File: src/rtl/aswr_ram.sv
// generic single write port, single read port ram with registered read
`timescale 1ns / 1ps
`default_nettype none

module aswr_ram #(
    parameter int WIDTH = 32,
    parameter int DEPTH = 128,
    parameter int AW    = (DEPTH > 1) ? $clog2(DEPTH) : 1
) (
    input  wire logic             aclk,
    input  wire logic             we,
    input  wire logic [AW-1:0]    waddr,
    input  wire logic [WIDTH-1:0] wdata,
    input  wire logic [AW-1:0]    raddr,
    output logic      [WIDTH-1:0] rdata
);

    logic [WIDTH-1:0] mem_reg [DEPTH];
    logic [WIDTH-1:0] rdata_reg;

    // write and registered read
    always_ff @(posedge aclk) begin
        if (we) begin
            mem_reg[waddr] <= wdata;
        end
        rdata_reg <= mem_reg[raddr];
    end

    assign rdata = rdata_reg;

endmodule

`default_nettype wire

File: config.mk
export PLATFORM = sky130hd
export DESIGN_NAME = aswr_ram
export DESIGN_NICKNAME = d
export VERILOG_FILES = /design/src/rtl/aswr_ram.sv
export SDC_FILE = /design/constraint.sdc
export NUM_CORES = 2
export LEC_CHECK = 0
export BUFFER_PORTS_ARGS = -buffer_cell sky130_fd_sc_hd__buf_2
export CORE_MARGIN = 5
export CORE_UTILIZATION = 48
export DETAILED_ROUTE_END_ITERATION = 10
export GPL_TIMING_DRIVEN = 0
export PLACE_DENSITY_LB_ADDON = 0.1
export SLEW_MARGIN = 20
export SYNTH_ARGS = -nofsm -noshare
export SYNTH_HDL_FRONTEND = slang
export SYNTH_SLANG_ARGS = --single-unit
File: constraint.sdc
create_clock -name aclk -period 3.9 [get_ports aclk]
set_input_delay 0.975 -clock aclk [delete_from_list [all_inputs] [get_ports aclk]]
set_output_delay 0.975 -clock aclk [all_outputs]
set_load 0.005 [all_outputs]
==> impl_metrics.toml <==
[critical_path]
crit_family = "multiplexers"
endpoint_kind = "register"
rrSetupSlack_ns = 1.14
cp_cell_sequence = "clkbuf_2, clkbuf_2, buf_16, clkbuf_1, mux4_2, mux4_2, mux4_2, mux2_2"
path_buf_inv = 4
worst_r2r_path_depth = 4
rr_startpoint = "mem_reg[5][9]$_DFFE_PP_"
start_kind = "primary input"
slowest_delay_ns = 0.72
slowest_stage = "mux4_2"
required_ns = 4.73
cpMostUsedCell = "mux4_2"
arrival_ns = 4.77
critical_path_class = "primary input to register"
rr_endpoint = "rdata[9]$_DFF_P_"
cp_max_fo = 10

[min_path]
worst_hold_path_type = "primary input to register"
worstHoldEndpoint = "mem_reg[1][31]$_DFFE_PP_"
min_path_cells = 1
hp-start = "wdata[31]"

[sta]
max_freq_mhz = 254
finalHoldViolCount = 0
post-route-min-period_ns = 3.94
worst_pin_slew_ns = 1.18
rsz0062_at_grt = "yes"
finalSetupViolCount = 9
final_max_slew_viol_count = 0
clock_skew_ns = 0.0285
worst_slack_ns = -0.0414
setup_tns_ns = -0.165
finalCritPeriodShare_pct = 101
relSlewSlack_pct = 20.8

[power_and_ir_drop]
p_clk_share_pct = 42.0
p_int_uw = 73500
pwr-share-comb_pct = 5.6
power_leakage_uw = 0.0560
ir_drop_mv = 0.388
seqPwrFrac_pct = 52.5
p_per_area_nw_per_um2 = 513
swShare_pct = 21.4
p_sw_uw = 20000

[floorplanning]
die_w_um = 581
initial_core_util_pct = 48.2
std_cell_rows = 209
coreArea_um2 = 324000
dieArea_um2 = 337000
io_pins = 80
die_h_um = 581

[detailed_routing]
drtIter0Drc = 8913
routed_wl_um = 415000
drc = 0
viasPerCell = 6.14
drt-pass1-iter-count = 6
wire_per_inst_um = 36.2
postRouteAntennaNets = 0
num_vias = 70500

[clock_tree]
clk_pin_slew_ns = 0.06
cts_sinks = 4128
ctsLongestPathBuffers = 4
cts_buffers = 423
clockRootBuffer = "clkbuf_16"
htree_levels = 5
insertion_delay_ns = 0.96
ctsHoldBuffers = 0
cts_tree = "done"

[run_status]
violations = "setup timing"
outcome = "finished with violations"

[grt]
grt_antenna_before_repair = 61
grt_pass1_vias = 71600
grt-ovfl-total = 0
grt_max_degree = 97
gr-usage-all-layers_pct = 24.6
grt_pass1_wl_um = 577000

[logic_synthesis]
synth_cells = 5990
synth-seq-area-share_pct = 79.1
netlist_area_um2 = 156000
yosysTopAreaCell = "edfxtp_1"
synth_warnings = 0
synth-seq-cells = 4128
yosys.cell_types.count = 17
synth_nets = 6038
synth_area_leaders = "edfxtp_1 (79%), mux4_2 (19%), clkbuf_1 (0.44%)"
syn_avg_cell_area_um2 = 26.1
synth.top_cell.area_share_pct = 78.7

[place]
port_buffers = 68
gp_congestion = 0.955
dpl.hpwl_um = 289000
placed_area_um2 = 168000
dp_slack_ns = -1.68
placed_cells = 10600

[finish]
post-route-util_pct = 56.2
mostFrequentLayoutCells = "edfxtp_1 (4096), mux4_2 (1344), clkbuf_16 (432)"
final_common_cell = "edfxtp_1"
fin_nets = 6764
layout-drive-gt1-share_pct = 36.4
stdcell_area_um2 = 182000
area_growth_pct = 16.6
fin_cells = 11500
largest_reg_flops = 4096

[run]
maxCapViolations = 0
[per-layer routing]
layer / GRT usage (%) / wire [µm]
met3: 5.80 / 36900
met5: 0 / 13
met1: 35.3 / 167000
met4: 7.07 / 12700
met2: 38.4 / 198000
[worst reg2reg max path, cell delays in order, from the launching register on]
cell and delay (ns):
edfxtp_1 0.37, mux4_2 0.49, mux4_2 0.63, mux4_2 0.75, mux2_2 0.40
[power by group through the flow]
stage / clock network (µW) / logic (µW) / registers (µW)
floorplan: 0 / 2360 / 50000
global placement: 0 / 4850 / 50100
detailed placement: 0 / 5190 / 50000
CTS: 40000 / 5210 / 49100
global route: 41800 / 5420 / 49000
finish: 39200 / 5210 / 49100
[final cells by class]
type	count	area, µm²
well taps	4325	5410
clock inverters	244	2160
repair buffers	301	5700
diodes	90	225
clock buffers	529	11200
fillers	23800	142000
multi-input cells	1546	32300
flip-flops and latches	4128	124000
plain buffers	316	1520
[synth_stat cells (all sizes together)]
master and instances:
nand3 12, buf 134, nor2 122, nand4 3, nor3 9, mux4 1344
mux2 32, clkbuf 182, or3 1, dfxtp 32, nor2b 7, edfxtp 4096
nand2b 2, nand2 14
[kinds of logic after synthesis]
kind of cell / synth area share [%]
flip-flops: 79.1
AND/OR/NAND/NOR: 0.446
buffers and inverters: 0.839
multiplexers: 19.6
[per-stage QoR]
step | total power (µW) | hold WS, ns
floorplan | 52400 | 1.07
global placement | 54900 | 1.13
detailed placement | 55200 | 1.13
CTS | 94200 | 0.308
global route | 96300 | 0.334
finish | 93500 | 0.393
[worst max path at each step]
stage                     startpoint                    endpoint  slack [ns]  depth (start not counted)
after detailed placement    raddr[2]           rdata[31]$_DFF_P_       -1.68                          9
after floorplan                   we    mem_reg[98][0]$_DFFE_PP_       -0.31                          3
after CTS                   raddr[0]            rdata[7]$_DFF_P_       0.006                          7
after global routing        raddr[0]            rdata[9]$_DFF_P_       -0.05                          7
after global placement      waddr[3]  mem_reg[102][15]$_DFFE_PP_       -4.01                          4
final                       raddr[2]            rdata[8]$_DFF_P_       -0.04                          8
[what timing repair did]
action,in CTS,in global routing
endpoints found under the setup margin,32,9
buffers inserted,0,0
gates cloned,0,0
resized for setup,49,5
Power figures use the tool's default switching activity.
